==> src/rtl/swm_pkg.sv <==
// Package for the sliding window mean unit: sizes, widths and reset values.
// Used by the channel interfaces, the divider and the top-level unit.
`timescale 1ns / 1ps
`default_nettype none
package swm_pkg;

  // Sample store depth; the ring addressing assumes a power of two.
  localparam int WINDOW_MAX  = 64;
  localparam int SAMPLE_BITS = 16;
  localparam int FRAC_BITS   = 8;

  localparam int LEN_BITS   = 7;
  localparam int ADDR_BITS  = (WINDOW_MAX > 1) ? $clog2(WINDOW_MAX) : 1;
  localparam int CNT_BITS   = $clog2(WINDOW_MAX + 1);
  localparam int SUM_BITS   = SAMPLE_BITS + ADDR_BITS;
  localparam int MEAN_BITS  = SAMPLE_BITS + FRAC_BITS;
  localparam int DIVD_BITS  = SUM_BITS + FRAC_BITS;
  localparam int STEP_BITS  = $clog2(DIVD_BITS);

  localparam logic [LEN_BITS-1:0] LEN_RESET = LEN_BITS'(3);

  typedef logic signed [SAMPLE_BITS-1:0] sample_t;
  typedef logic signed [MEAN_BITS-1:0]   mean_t;
  typedef logic        [LEN_BITS-1:0]    len_t;
  typedef logic signed [SUM_BITS-1:0]    sum_t;
  typedef logic        [CNT_BITS-1:0]    cnt_t;
  typedef logic        [ADDR_BITS-1:0]   addr_t;
  typedef logic        [DIVD_BITS-1:0]   divd_t;

endpackage
`default_nettype wire

==> src/rtl/swm_if.sv <==
// Valid/ready channel interfaces for samples, means and the length register.
// Depends on swm_pkg for the payload types.
`timescale 1ns / 1ps
`default_nettype none
interface swm_sample_if;
  import swm_pkg::*;
  logic    valid;
  logic    ready;
  sample_t sample;
  modport source (output valid, output sample, input ready);
  modport sink (input valid, input sample, output ready);
endinterface

interface swm_mean_if;
  import swm_pkg::*;
  logic  valid;
  logic  ready;
  mean_t mean_q8;
  modport source (output valid, output mean_q8, input ready);
  modport sink (input valid, input mean_q8, output ready);
endinterface

interface swm_cfg_if;
  import swm_pkg::*;
  logic valid;
  logic ready;
  len_t window_length;
  modport source (output valid, output window_length, input ready);
  modport sink (input valid, input window_length, output ready);
endinterface
`default_nettype wire

==> src/rtl/swm_sample_ram.sv <==
// Simple dual-port RAM with one write port and one registered read port.
// Generic; no package dependency.
`timescale 1ns / 1ps
`default_nettype none
module swm_sample_ram #(
  parameter int DEPTH = 64,
  parameter int WIDTH = 16
) (
  input  wire logic                     clk,
  input  wire logic                     we,
  input  wire logic [$clog2(DEPTH)-1:0] waddr,
  input  wire logic [WIDTH-1:0]         wdata,
  input  wire logic [$clog2(DEPTH)-1:0] raddr,
  output logic      [WIDTH-1:0]         rdata
);
  logic [WIDTH-1:0] mem [DEPTH];

  always_ff @(posedge clk) begin
    if (we) begin
      mem[waddr] <= wdata;
    end
    rdata <= mem[raddr];
  end
endmodule
`default_nettype wire

==> src/rtl/swm_divider.sv <==
// Restoring divider, one quotient bit per cycle, for the mean computation.
// Depends on swm_pkg for the dividend and divisor widths.
`timescale 1ns / 1ps
`default_nettype none
module swm_divider (
  input  wire logic          clk,
  input  wire logic          rst,
  input  wire logic          start,
  input  wire swm_pkg::divd_t dividend,
  input  wire swm_pkg::cnt_t  divisor,
  output logic               done,
  output swm_pkg::divd_t     quotient
);
  import swm_pkg::*;

  logic                 busy;
  logic [STEP_BITS-1:0] step;
  cnt_t                 divisor_r;
  cnt_t                 rem;
  logic [CNT_BITS:0]    shifted;
  logic [CNT_BITS:0]    diff;
  logic                 fits;

  // The remainder stays below the divisor, so it fits the count width.
  assign shifted = {rem, quotient[DIVD_BITS-1]};
  assign diff    = shifted - {1'b0, divisor_r};
  assign fits    = shifted >= {1'b0, divisor_r};

  always_ff @(posedge clk) begin
    if (rst) begin
      busy <= 1'b0;
      done <= 1'b0;
    end else begin
      done <= 1'b0;
      if (start) begin
        busy      <= 1'b1;
        step      <= STEP_BITS'(DIVD_BITS - 1);
        quotient  <= dividend;
        divisor_r <= divisor;
        rem       <= '0;
      end else if (busy) begin
        rem      <= fits ? diff[CNT_BITS-1:0] : shifted[CNT_BITS-1:0];
        quotient <= {quotient[DIVD_BITS-2:0], fits};
        step     <= step - STEP_BITS'(1);
        if (step == '0) begin
          busy <= 1'b0;
          done <= 1'b1;
        end
      end
    end
  end
endmodule
`default_nettype wire

==> src/rtl/sliding_window_mean_unit.sv <==
// Sliding window mean unit: moving average of signed samples, Q8 result.
// Path from sample beat to mean beat: store read, update, bit-serial divide, load into the output register.
// A new sample is taken only once the mean of the last one is in the output register.
// Reset (rst, synchronous): window empty, write slot 0, window length 3, no mean pending.
// Depends on swm_pkg, swm_if, swm_sample_ram and swm_divider.
`timescale 1ns / 1ps
`default_nettype none
module sliding_window_mean_unit (
  input wire logic  clk,
  input wire logic  rst,
  swm_sample_if.sink samples,
  swm_mean_if.source means,
  swm_cfg_if.sink    cfg
);
  import swm_pkg::*;

  typedef enum logic [1:0] {
    IDLE,
    UPDATE,
    DIVIDE,
    DRAIN
  } state_t;

  state_t  state;
  len_t    window_length;
  addr_t   write_slot;
  cnt_t    fill_count;
  sum_t    running_sum;
  sample_t sample_r;
  logic    evict;
  logic    neg;
  logic    out_valid;
  mean_t   out_mean;

  cnt_t    len_eff;
  addr_t   oldest;
  sample_t old_sample;
  sum_t    running_sum_next;
  cnt_t    fill_count_next;
  sum_t    mag;
  divd_t   dividend;
  logic    div_start;
  logic    div_done;
  divd_t   quotient;
  mean_t   q_trunc;
  logic    out_free;
  logic    out_load;
  logic    sample_beat;

  // The block takes samples and length writes only between items. A length
  // write offered in the same cycle as a sample goes first; the sample waits.
  assign samples.ready = (state == IDLE) && !cfg.valid;
  assign cfg.ready     = (state == IDLE);
  assign sample_beat   = samples.valid && samples.ready;

  assign means.valid   = out_valid;
  assign means.mean_q8 = out_mean;
  assign out_free      = !out_valid || means.ready;

  // A finished quotient moves into the output register once it is free.
  assign out_load = out_free && (((state == DIVIDE) && div_done) || (state == DRAIN));

  // A length of zero acts as one, and a length above the store depth is clamped.
  always_comb begin
    if (window_length == '0) begin
      len_eff = CNT_BITS'(1);
    end else if (32'(window_length) > 32'(WINDOW_MAX)) begin
      len_eff = CNT_BITS'(WINDOW_MAX);
    end else begin
      len_eff = CNT_BITS'(window_length);
    end
  end

  // The oldest held sample sits fill_count entries behind the write slot.
  // With a full store this wraps onto the write slot itself.
  assign oldest = write_slot - fill_count[ADDR_BITS-1:0];

  swm_sample_ram #(
    .DEPTH(WINDOW_MAX),
    .WIDTH(SAMPLE_BITS)
  ) u_ram (
    .clk  (clk),
    .we   (state == UPDATE),
    .waddr(write_slot),
    .wdata(sample_r),
    .raddr(oldest),
    .rdata(old_sample)
  );

  // In the update cycle the evicted sample, read on the accepting edge, is
  // already on the read port; it leaves the sum and the new sample enters.
  always_comb begin
    running_sum_next = running_sum + SUM_BITS'(sample_r);
    if (evict) begin
      running_sum_next = running_sum_next - SUM_BITS'(old_sample);
    end
    fill_count_next = evict ? fill_count : fill_count + CNT_BITS'(1);
    mag      = running_sum_next[SUM_BITS-1] ? -running_sum_next : running_sum_next;
    dividend = {mag, FRAC_BITS'(0)};
  end

  assign div_start = (state == UPDATE);

  swm_divider u_div (
    .clk     (clk),
    .rst     (rst),
    .start   (div_start),
    .dividend(dividend),
    .divisor (fill_count_next),
    .done    (div_done),
    .quotient(quotient)
  );

  // The mean is within the result range, so the low bits of the quotient carry it.
  assign q_trunc = mean_t'(quotient[MEAN_BITS-1:0]);

  always_ff @(posedge clk) begin
    if (rst) begin
      state         <= IDLE;
      window_length <= LEN_RESET;
      write_slot    <= '0;
      fill_count    <= '0;
      running_sum   <= '0;
      out_valid     <= 1'b0;
    end else begin
      // The output holds its beat until taken, or takes a new one.
      out_valid <= out_load || (out_valid && !means.ready);
      case (state)
        IDLE: begin
          if (cfg.valid) begin
            // A new length empties the window.
            window_length <= cfg.window_length;
            write_slot    <= '0;
            fill_count    <= '0;
            running_sum   <= '0;
          end else if (sample_beat) begin
            sample_r <= samples.sample;
            evict    <= (fill_count >= len_eff) && (fill_count != '0);
            state    <= UPDATE;
          end
        end
        UPDATE: begin
          running_sum <= running_sum_next;
          fill_count  <= fill_count_next;
          write_slot  <= write_slot + ADDR_BITS'(1);
          neg         <= running_sum_next[SUM_BITS-1];
          state       <= DIVIDE;
        end
        DIVIDE: begin
          if (div_done) begin
            if (out_free) begin
              out_mean <= neg ? -q_trunc : q_trunc;
              state    <= IDLE;
            end else begin
              state <= DRAIN;
            end
          end
        end
        DRAIN: begin
          // The divider holds its quotient until the next start.
          if (out_free) begin
            out_mean <= neg ? -q_trunc : q_trunc;
            state    <= IDLE;
          end
        end
        default: begin
          state <= IDLE;
        end
      endcase
    end
  end
endmodule
`default_nettype wire
==> src/flat_wrapper.sv <==
// flat-port wrapper written by rule: the top's interface ports become plain ports
module sliding_window_mean_unit_flat import swm_pkg::*;
  (clk, rst, samples_valid, samples_sample, samples_ready, means_valid, means_mean_q8, means_ready, cfg_valid, cfg_window_length, cfg_ready);
  swm_sample_if samples_i ();
  swm_mean_if means_i ();
  swm_cfg_if cfg_i ();
  input wire logic clk;
  input wire logic rst;
  input wire logic [$bits(samples_i.valid)-1:0] samples_valid;
  input wire logic [$bits(samples_i.sample)-1:0] samples_sample;
  output wire logic [$bits(samples_i.ready)-1:0] samples_ready;
  output wire logic [$bits(means_i.valid)-1:0] means_valid;
  output wire logic [$bits(means_i.mean_q8)-1:0] means_mean_q8;
  input wire logic [$bits(means_i.ready)-1:0] means_ready;
  input wire logic [$bits(cfg_i.valid)-1:0] cfg_valid;
  input wire logic [$bits(cfg_i.window_length)-1:0] cfg_window_length;
  output wire logic [$bits(cfg_i.ready)-1:0] cfg_ready;
  assign samples_i.valid = samples_valid;
  assign samples_i.sample = samples_sample;
  assign samples_ready = samples_i.ready;
  assign means_valid = means_i.valid;
  assign means_mean_q8 = means_i.mean_q8;
  assign means_i.ready = means_ready;
  assign cfg_i.valid = cfg_valid;
  assign cfg_i.window_length = cfg_window_length;
  assign cfg_ready = cfg_i.ready;
  sliding_window_mean_unit u_core (.clk(clk), .rst(rst), .samples(samples_i), .means(means_i), .cfg(cfg_i));
endmodule
==> config.mk <==
export PLATFORM = sky130hd
export DESIGN_NAME = sliding_window_mean_unit_flat
export DESIGN_NICKNAME = d
export VERILOG_FILES = /design/src/rtl/swm_pkg.sv /design/src/rtl/swm_if.sv /design/src/rtl/swm_sample_ram.sv /design/src/rtl/swm_divider.sv /design/src/rtl/sliding_window_mean_unit.sv /design/src/flat_wrapper.sv
export SDC_FILE = /design/constraint.sdc
export NUM_CORES = 1
export LEC_CHECK = 0
export BUFFER_PORTS_ARGS = -buffer_cell sky130_fd_sc_hd__clkbuf_2
export CORE_UTILIZATION = 40
export DETAILED_ROUTE_END_ITERATION = 10
export GPL_TIMING_DRIVEN = 0
export PLACE_DENSITY = 0.63
export SLEW_MARGIN = 10
export SYNTH_ARGS = -nofsm -noshare
export SYNTH_HDL_FRONTEND = slang
export SYNTH_HIERARCHICAL = 1
export SYNTH_SLANG_ARGS = --single-unit
==> constraint.sdc <==
create_clock -name clk -period 6.08 [get_ports clk]
set_clock_uncertainty 0.05 [all_clocks]
set_input_delay 1.52 -clock clk [delete_from_list [all_inputs] [get_ports clk]]
set_output_delay 1.52 -clock clk [all_outputs]
set_load 0.02 [all_outputs]
[Word level (Yosys, flattened, before mapping)]
Memories as Yosys holds them, arrays and structs flattened. A register that Yosys moved wholly into a read port is not among the register bits.
Cells that the tools add are included.
Storage, ports and cells
  logic and storage cells: 100
  output and inout port bits: 27
  latch bits: 0
  input port bits: 28
  RAM bits: 1024
  memories kept: 1
  register bits: 138
  memory bits (read-only): 0
Operators by class
  $lt $le $gt $ge: 3
  reductions and logical operators: 27
  muxes and demuxes: 32
  $add $sub $neg: 9
  multipliers: 0
  bitwise operators: 3
  div/mod/pow operators: 0
  shifts and indexed selects: 0
  equality and inequality tests: 8
Memory list
  u_core.u_ram.mem: depth 64, width 16, read ports 1, clocked after Yosys merged registers in 1, wr ports 1, RTL line swm_sample_ram.sv:16  | logic [WIDTH-1:0] mem [DEPTH];
Operators with widths (number)
  2-to-1 mux 24 bit: 3
  2-to-1 mux 22 bit: 3
  2-to-1 mux 30 bit: 2
  one-hot mux 24 bit (2 select lines): 1
  one-hot mux 22 bit (2 select lines): 1
  2-to-1 mux 7 bit: 6
  negator 24 bit: 1
  adder 22 x 16 -> 22 bit: 1
  negator 22 bit: 1
  subtractor 22 x 16 -> 22 bit: 1
  one-hot mux 7 bit (2 select lines): 1
  one-hot mux 6 bit (2 select lines): 1
  2-to-1 mux 2 bit: 5
  greater-or-equal comparator 8 x 7 -> 1 bit: 1
  one-hot mux 2 bit (4 select lines): 1
  AND reduction 2 bit: 4
  AND reduction 4 bit: 2
  adder 7 x 1 -> 7 bit (second input constant): 1
  greater-or-equal comparator 7 bit: 1
  > comparator 7 bit (second input constant): 1
  logical NOT 7 bit: 1
  nonzero test 7 bit: 1
  subtractor 7 bit: 1
  adder 6 x 1 -> 6 bit (second input constant): 1
  other kinds (18): 40

[Logic depth before layout (Yosys ltp)]
Gate-level depths: netlist of the first run.
  depth after elaboration: 6
  depth in mapped cells: 22
  mapped depth without buffers: 21

[By module]
Netlist of the first run, hierarchy kept.
Modules (own cells, without submodules)
  swm_sample_ram: area each 40042.2 sq um, seq. area each 31069.8 sq um, times used 1, cells an instance 1829
  sliding_window_mean_unit: area each 7350.8 sq um, seq. area each 2162.1 sq um, times used 1, cells an instance 857
  swm_divider: area each 2493.6 sq um, seq. area each 1511.4 sq um, times used 1, cells an instance 179

[Worst setup path after synthesis of the first run]
No wires, ideal clock.
  path type: register to register
  start point: register u_core.sample_r[0]
  end point: register u_core.u_div.quotient[15] (data pin)
  buffers on the path: 2
  path slack: 0.298 ns
  data required time: 5.770 ns
  stages on the path, launching flop included: 21
  setup time: 0.260 ns
  data arrival time: 5.472 ns
  clock period less this slack: 5.782 ns
  path through: edfxtp_1 -> ha_1 -> inv_1 -> fa_1 -> nand2b_1 -> a211oi_2 -> o211a_1 -> a211oi_2 -> o21ai_0 -> xor2_1 -> ha_1 -> clkbuf_1 -> a2111oi_0 -> nor3_1 -> a211oi_1 -> nand3_1 -> xnor3_2 -> buf_6 -> o21ai_1 -> xnor2_1 -> mux2_2
On the way
  word-level cells in the longest chain between the ends: 6
Ends and longest elaborated chain
  from (decl): RTL line sliding_window_mean_unit.sv:29  | sample_t sample_r;
  from (signal assigned): RTL line sliding_window_mean_unit.sv:137  | sample_r <= samples.sample;
  adder 22 x 16 -> 22 bit *: RTL line sliding_window_mean_unit.sv:93  | running_sum_next = running_sum + SUM_BITS'(sample_r);
  subtractor 22 x 16 -> 22 bit: RTL line sliding_window_mean_unit.sv:95  | running_sum_next = running_sum_next - SUM_BITS'(old_sample);
  2-to-1 mux 22 bit *: RTL line sliding_window_mean_unit.sv:94  | if (evict) begin
  negator 22 bit: RTL line sliding_window_mean_unit.sv:98  | mag = running_sum_next[SUM_BITS-1] ? -running_sum_next : running_sum_next;
  2-to-1 mux 22 bit *: RTL line sliding_window_mean_unit.sv:98
  via u_core.mag[7]: RTL line sliding_window_mean_unit.sv:40  | sum_t mag;
  2-to-1 mux 30 bit *: RTL line swm_divider.sv:35  | if (start) begin
  to (signal assigned): RTL line swm_divider.sv:38  | quotient <= dividend;
  to (signal assigned): RTL line swm_divider.sv:43  | quotient <= {quotient[DIVD_BITS-2:0], fits};
  to (decl): RTL line swm_divider.sv:12  | output swm_pkg::divd_t quotient
The timed path passes the listed nets; every way through them passes the cells marked *.
A chain may end at the register's enable or synchronous reset.

[Worst setup path in the final report of the first run]
  start point: register u_core.sample_r[2]
  end point: register u_core.u_div.quotient[28] (data pin)
Same word-level chain as after synthesis.

==> metrics.txt, run 1 <==
outcome=completed; vias per inst=5.70; Fill cells=10400; pre-CTS setup slack=-241 ps; largest net degree at the start of global routing=31; crit start category=flip-flop; max_cap viols=0; final setup vio count=0; Ports=55; Post-Syn Area=49900 um2; Slew Limit Fails=0; CTS sink cnt=1178; Critical Path AT=6140 ps; HPWL Detailed=91.7 mm; Clock Root Buffer=clkbuf_16; ys flop type=edfxtp_1; Clock Path Buffers=3; Area contributors post-synth=edfxtp_1, mux4_2, dfxtp_1, mux2i_1, ha_1; routed vias=27900; Total Die Area=126000 um2; Crit Path Max Fanout=14; CP cell instances=buf_8, ha_1, o21a_1, a21oi_1, o211a_4, o31ai_1, xor2_1, ha_1, a21oi_1, o21ai_0, a21oi_1, o21ai_0, xor2_1, mux2i_1, nand3b_1, o31ai_2, xnor2_1, mux2_2; placed cell count=4677; number of enable flip-flop cells after synthesis=1115; Pwr Density=297 nW/um2; I/O Buffers=54; Synth cell types=105; initial core utilization=40.3%; Async S/R FF share, synth=0%; fmax=174 MHz; most frequent CP cell=a21oi_1; DRT antenna net count=0; setup ws final=333 ps; Tmin final=5750 ps; DR DRC count=0; most common cell in the netlist=edfxtp_1; VDD IR max=270 uV; number of global-route vias before repair=27400; Setup Crit Path Kind=flip-flop to flip-flop; CTS tree=yes; Rows=129; clk slew on worst S/H paths=60 ps; Syn-to-layout area delta=16.6%; initial antenna violation count=9; die width=355 um; DR iter-0 viols=3095; total global routing overflow=0; Die Y-Extent=355 um; Finished Core Util=47.1%; sum of negative setup slack=0 ps; register area share after synthesis=69.6%; Final Power=17300 uW; slew margin rel.=27.0%; worst hold path class=flip-flop to flip-flop; leading area contributor after synthesis=edfxtp_1; cts hold-fix bufs=0; share of layout cells above drive strength 1=25.1%; Clock Latency Late Sink=730 ps; DR pass1 iterations=6; syn_area_per_cell=17.4 um2; H-tree depth=3; global-route wire length before repair=187 mm; drt total wl=129 mm; post-synth top area share=67.1%; Layout Nets=3257; Yosys Warn Count=6; Yosys reg bits=1178; Leak=0.0187 uW; routed wire length per instance=26.4 um; Worst Path Required=6480 ps; Core Region=124000 um2; critical path's slowest cell=edfxtp_1; final hold vios=0; RSZ-0062 raised after global routing=no; crit end category=flip-flop; Post-synth top cells=edfxtp_1, mux4_2, nand2_1, nor2_1, mux2i_1; fin crit share=94.5%; Gate Count Post-Synth=2865; number of buffers created by CTS=112; Slew @ Worst Pin=1090 ps; final instance count without filler cells=4889; slowest stage delay, CP=590 ps; Total GRT Usage=20.4%; RD Place Congestion=0.864
layer usage:
metal,GRT usage (%),share of wire (%),vias up
met5,0,0.043,-
met4,5.60,2.6,8
met3,3.94,8.1,198
met2,33.2,48,1153
met1,28.0,41,14400
li1,-,-,12100
worst max-delay path: cells and delay by family, from the launching register on:
family / cells / cell delay, ps
flops: 1 / 590
compound gates: 9 / 2210
xor+xnor: 3 / 620
buf+inv: 1 / 250
simple gates: 1 / 280
mux: 2 / 740
fa+ha+maj: 2 / 730
registers in the layout, indices dropped and copies added, names as in the netlist:
signal,cells
u_core/u_ram/mem,1024
u_core/u_div/quotient,30
u_core/means.mean_q8,24
u_core/running_sum,22
u_core/sample_r,16
u_core/u_ram/rdata,16
u_core/fill_count,7
u_core/u_div/divisor_r,7
u_core/u_div/rem,7
u_core/window_length,7
u_core/write_slot,6
u_core/u_div/step,5
u_core/state,2
u_core/evict,1
u_core/means.valid,1
u_core/neg,1
u_core/u_div/busy,1
u_core/u_div/done,1
report_power, final:
part / internal [uW] / switching [uW]
Combinational: 581 / 843
Sequential: 8860 / 35.2
Clock: 4000 / 2990
Total: 13400 / 3860
cell usage in the layout, fill, tap and decap left out, types with 30 or more instances in the layout:
| cell | n |
|---|---|
| o21ai_0 | 60 |
| xnor2_1 | 54 |
| buf_16 | 30 |
| nor2b_1 | 44 |
| nand2_1 | 163 |
| buf_2 | 46 |
| edfxtp_1 | 1115 |
| ha_1 | 68 |
| dfxtp_1 | 63 |
| nand3_1 | 56 |
| a22oi_1 | 41 |
| clkbuf_1 | 70 |
| nor2_1 | 63 |
| clkinv_1 | 30 |
| nor2_2 | 65 |
| a21oi_1 | 87 |
| mux2i_1 | 98 |
| mux4_2 | 220 |
| clkbuf_16 | 113 |
| clkbuf_2 | 56 |
| inv_1 | 58 |
| mux2_2 | 61 |
| buf_8 | 77 |
cell type report:
| class | count | area, um2 | share of cell area (%) |
|---|---|---|---|
| antenna | 1 | 2.50 | 0.00430 |
| buffer | 141 | 911 | 1.57 |
| clock buffer | 143 | 3010 | 5.18 |
| clock inverter | 65 | 653 | 1.12 |
| inverter | 60 | 225 | 0.387 |
| multi-input combinational | 1493 | 14200 | 24.5 |
| sequential | 1178 | 34700 | 59.7 |
| tap | 1637 | 2050 | 3.52 |
| timing repair buffer | 171 | 2340 | 4.02 |
stage by stage:
step	hold WS, ps	cell area [um2]
6_report	415	58200
5_1_grt	434	58200
4_1_cts	420	58100
3_5_place_dp	404	54500
3_3_place_gp	395	52200
2_1_floorplan	382	49900
worst paths after layout:
check | startpoint | end | slack (ps) | cells after the start
worst min-delay path | u_core/running_sum[15] | u_core/running_sum[15] | 410 | 2
worst max register to register | u_core/sample_r[2] | u_core/u_div/quotient[28] | 330 | 18
worst max-delay path | u_core/sample_r[2] | u_core/u_div/quotient[28] | 330 | 18
worst min register to register | u_core/running_sum[15] | u_core/running_sum[15] | 410 | 2
timing repair:
action / 4_1_cts / 5_1_grt
cloned: 0 / 0
resized for setup: 2 / 4
endpoints found under the setup margin: 19 / 22
buffers inserted: 1 / 2
cells by family (layout without fill, tap and decap cells):
kind of cell	count (synthesis)	in the layout	share of synthesized area, %
other cells	1	9	0.00752
xor+xnor	78	78	1.40
flops	1178	1178	69.6
mux	384	384	13.5
fa+ha+maj	72	72	1.87
simple gates	551	551	5.59
buf+inv	201	580	2.28
compound gates	400	400	5.70
No activity file was read; power rests on OpenSTA's default activity.
==> run 2, diff against run 1 <==
--- a/config.mk
+++ b/config.mk
@@ -5,6 +5,7 @@
 export SDC_FILE = /design/constraint.sdc
 export NUM_CORES = 1
 export LEC_CHECK = 0
+export ABC_AREA = 1
 export BUFFER_PORTS_ARGS = -buffer_cell sky130_fd_sc_hd__clkbuf_2
 export CORE_UTILIZATION = 40
 export DETAILED_ROUTE_END_ITERATION = 10
==> run 2 against run 1 <==
Compared with the run above:
- clock power rose by 5.3%
- count of clock-buffer cells in the layout rose by 4
- final cell count rose by 48%
- highest routed layer is now met4
- via count rose by 42%
- sequential share of layout area fell by 3.5 points
- critical endpoint is now u_core/u_div/quotient[22]
- worst setup slack improved by 330 ps
- first-iteration DRC count rose by 43%
- sequential power rose by 4.2%
- fmax rose by 6.1%
- flip-flop and latch count did not move
- synthesized cell count rose by 77%
==> metrics.txt, run 2 <==
register area share after synthesis=65.8%; final setup vio count=0; leading area contributor after synthesis=edfxtp_1; number of enable flip-flop cells after synthesis=1115; routed vias=39400; RD Place Congestion=0.996; H-tree depth=3; mux share of post-synthesis cell area=0%; Rows=132; Compound-Gate Fraction of Synth Area=1.43%; Setup Crit Path Kind=flip-flop to flip-flop; largest family of logic cells by synthesized area=simple AND/OR/NAND/NOR gates; Area contributors post-synth=edfxtp_1, nand2_1, nand3_1, dfxtp_1, inv_1; sum of negative setup slack=0 ps; initial core utilization=40.6%; Leak=0.0239 uW; hold_ws=446 ps; crit end category=flip-flop; Clock Latency Late Sink=740 ps; multi-input logic area=15700 um2; Syn-to-layout area delta=17.0%; crit start category=flip-flop; commonest non-fill, non-tap cell in the layout=nand2_1; Layout Nets=5491; met2 wire length=77.5 mm; initial antenna violation count=2; metal1 wirelength=66.3 mm; final hold vios=0; Async S/R FF share, synth=0%; outcome=completed; max_cap viols=0; HPWL Detailed=122 mm; Post-synth top cells=nand2_1, edfxtp_1, nand3_1, inv_1, nor2_1; Fill cells=11800; CTS tree=yes; Biggest register=u_core/u_ram/mem; syn_area_per_cell=10.4 um2; drt total wl=167 mm; WL met3=15.6 mm; Die Y-Extent=365 um; Yosys reg bits=1178; slowest stage delay, CP=880 ps; global-route wire length before repair=241 mm; DR pass1 iterations=5; RSZ-0062 raised after global routing=no; post-synth top area share=63.4%; Slew @ Worst Pin=1030 ps; number of global-route vias before repair=36700; DR DRC count=0; Gate Count Post-Synth=5073; Resize count post-CTS=0; most frequent CP cell=nand2_1; Final Power=24300 uW; Tmin final=5420 ps; Adder-Cell Fraction of Synth Area=1.76%; fin crit share=89.1%; max reg flops=1024; Slew Limit Fails=0; share of layout cells above drive strength 1=12.5%; fmax=185 MHz; Synth cell types=53; Post-Syn Area=52800 um2; VDD IR max=249 uV; postcts setup bufs=0; CTS sink cnt=1178; DRT antenna net count=0; worst hold path class=flip-flop to flip-flop; number of buffers created by CTS=120; Ports=55; uppermost layer routed=met4; clk slew on worst S/H paths=60 ps; Clock Root Buffer=clkbuf_16; total global routing overflow=0; xor and xnor area share after synthesis=0.849%; Core Region=130000 um2; Clock Path Buffers=3; Critical Path AT=5870 ps; die width=365 um; most common cell in the netlist=nand2_1; I/O Buffers=54; Pwr Density=394 nW/um2; Storage cell area=34700 um2; Yosys Warn Count=6; most frequent cells in the layout=nand2_1, edfxtp_1, nand3_1, inv_1, clkbuf_16; slew margin rel.=31.4%; Synth Area in Simple Gates=25.2%; DR iter-0 viols=4434; ys flop type=edfxtp_1; cts hold-fix bufs=0; Total GRT Usage=24.9%; Total Die Area=133000 um2; Crit Path Max Fanout=15; vias per inst=5.45; critical path's slowest cell=edfxtp_1; largest net degree at the start of global routing=25; routed wire length per instance=23.1 um; Worst Path Required=6530 ps
[run 2: logic make-up (layout without fill, tap and decap cells)]
group,count (synthesis),after routing
AND/OR/NAND/NOR,3114,3114
flip-flops,1178,1178
buffers and inverters,520,934
AO/OA/AOI/OAI,139,139
adder cells (fa/ha/maj),72,72
XOR/XNOR,49,49
other,1,12
[run 2: per-stage QoR]
stage / area (um2) / utilization, % / cells / setup slack, ps
floorplan: 52800 / - / 5080 / 1380
global placement: 55300 / 42.5 / 6876 / -905
detailed placement: 57800 / 44.4 / 7011 / 689
CTS: 61700 / 47.4 / 7236 / 667
global route: 61700 / 47.4 / 7236 / 131
finish: 61800 / 47.5 / 7240 / 661
[run 2: metal layers]
| metal | up-vias | GRT usage, % |
|---|---|---|
| li1 | 18000 | - |
| met1 | 19000 | 33.2 |
| met2 | 2029 | 40.1 |
| met3 | 377 | 3.69 |
| met4 | 0 | 11.5 |
| met5 | - | 0 |
[run 2: worst paths after layout]
path	slack, ps	startpoint	endpoint	cells past startpoint
hold / removal	450	u_core/running_sum[18]	u_core/running_sum[18]	2
setup / recovery	660	u_core/sample_r[0]	u_core/u_div/quotient[22]	27
setup reg to reg	660	u_core/sample_r[0]	u_core/u_div/quotient[22]	27
hold reg to reg	450	u_core/running_sum[18]	u_core/running_sum[18]	2
[run 2: report_power, final]
part	leakage [uW]	internal, uW	switching (uW)	total, uW
Clock	0.00191	4170	3180	7350
Sequential	0.0105	9130	142	9270
Combinational	0.0114	2250	5440	7690
Total	0.0239	15500	8770	24300
[run 2: critical path, delay by kind of cell, from the launching register on]
family                     cells  cell delay, ps
buffers and inverters          4             470
xor gates and xnor gates       1             540
and+or+nand+nor               14            1480
AOI/OAI and AO/OA              5             760
DFF                            1             880
adders and majority gates      3             940
[run 2: area by class of cell]
class | count | area share [%]
diodes | 4 | 0.0162
repair buffers | 189 | 4.25
well taps | 1742 | 3.53
flip-flops and latches | 1178 | 56.3
clock inverters | 78 | 1.13
inverters | 264 | 1.62
multi-input cells | 3382 | 25.4
clock buffers | 147 | 5.19
plain buffers | 256 | 2.58
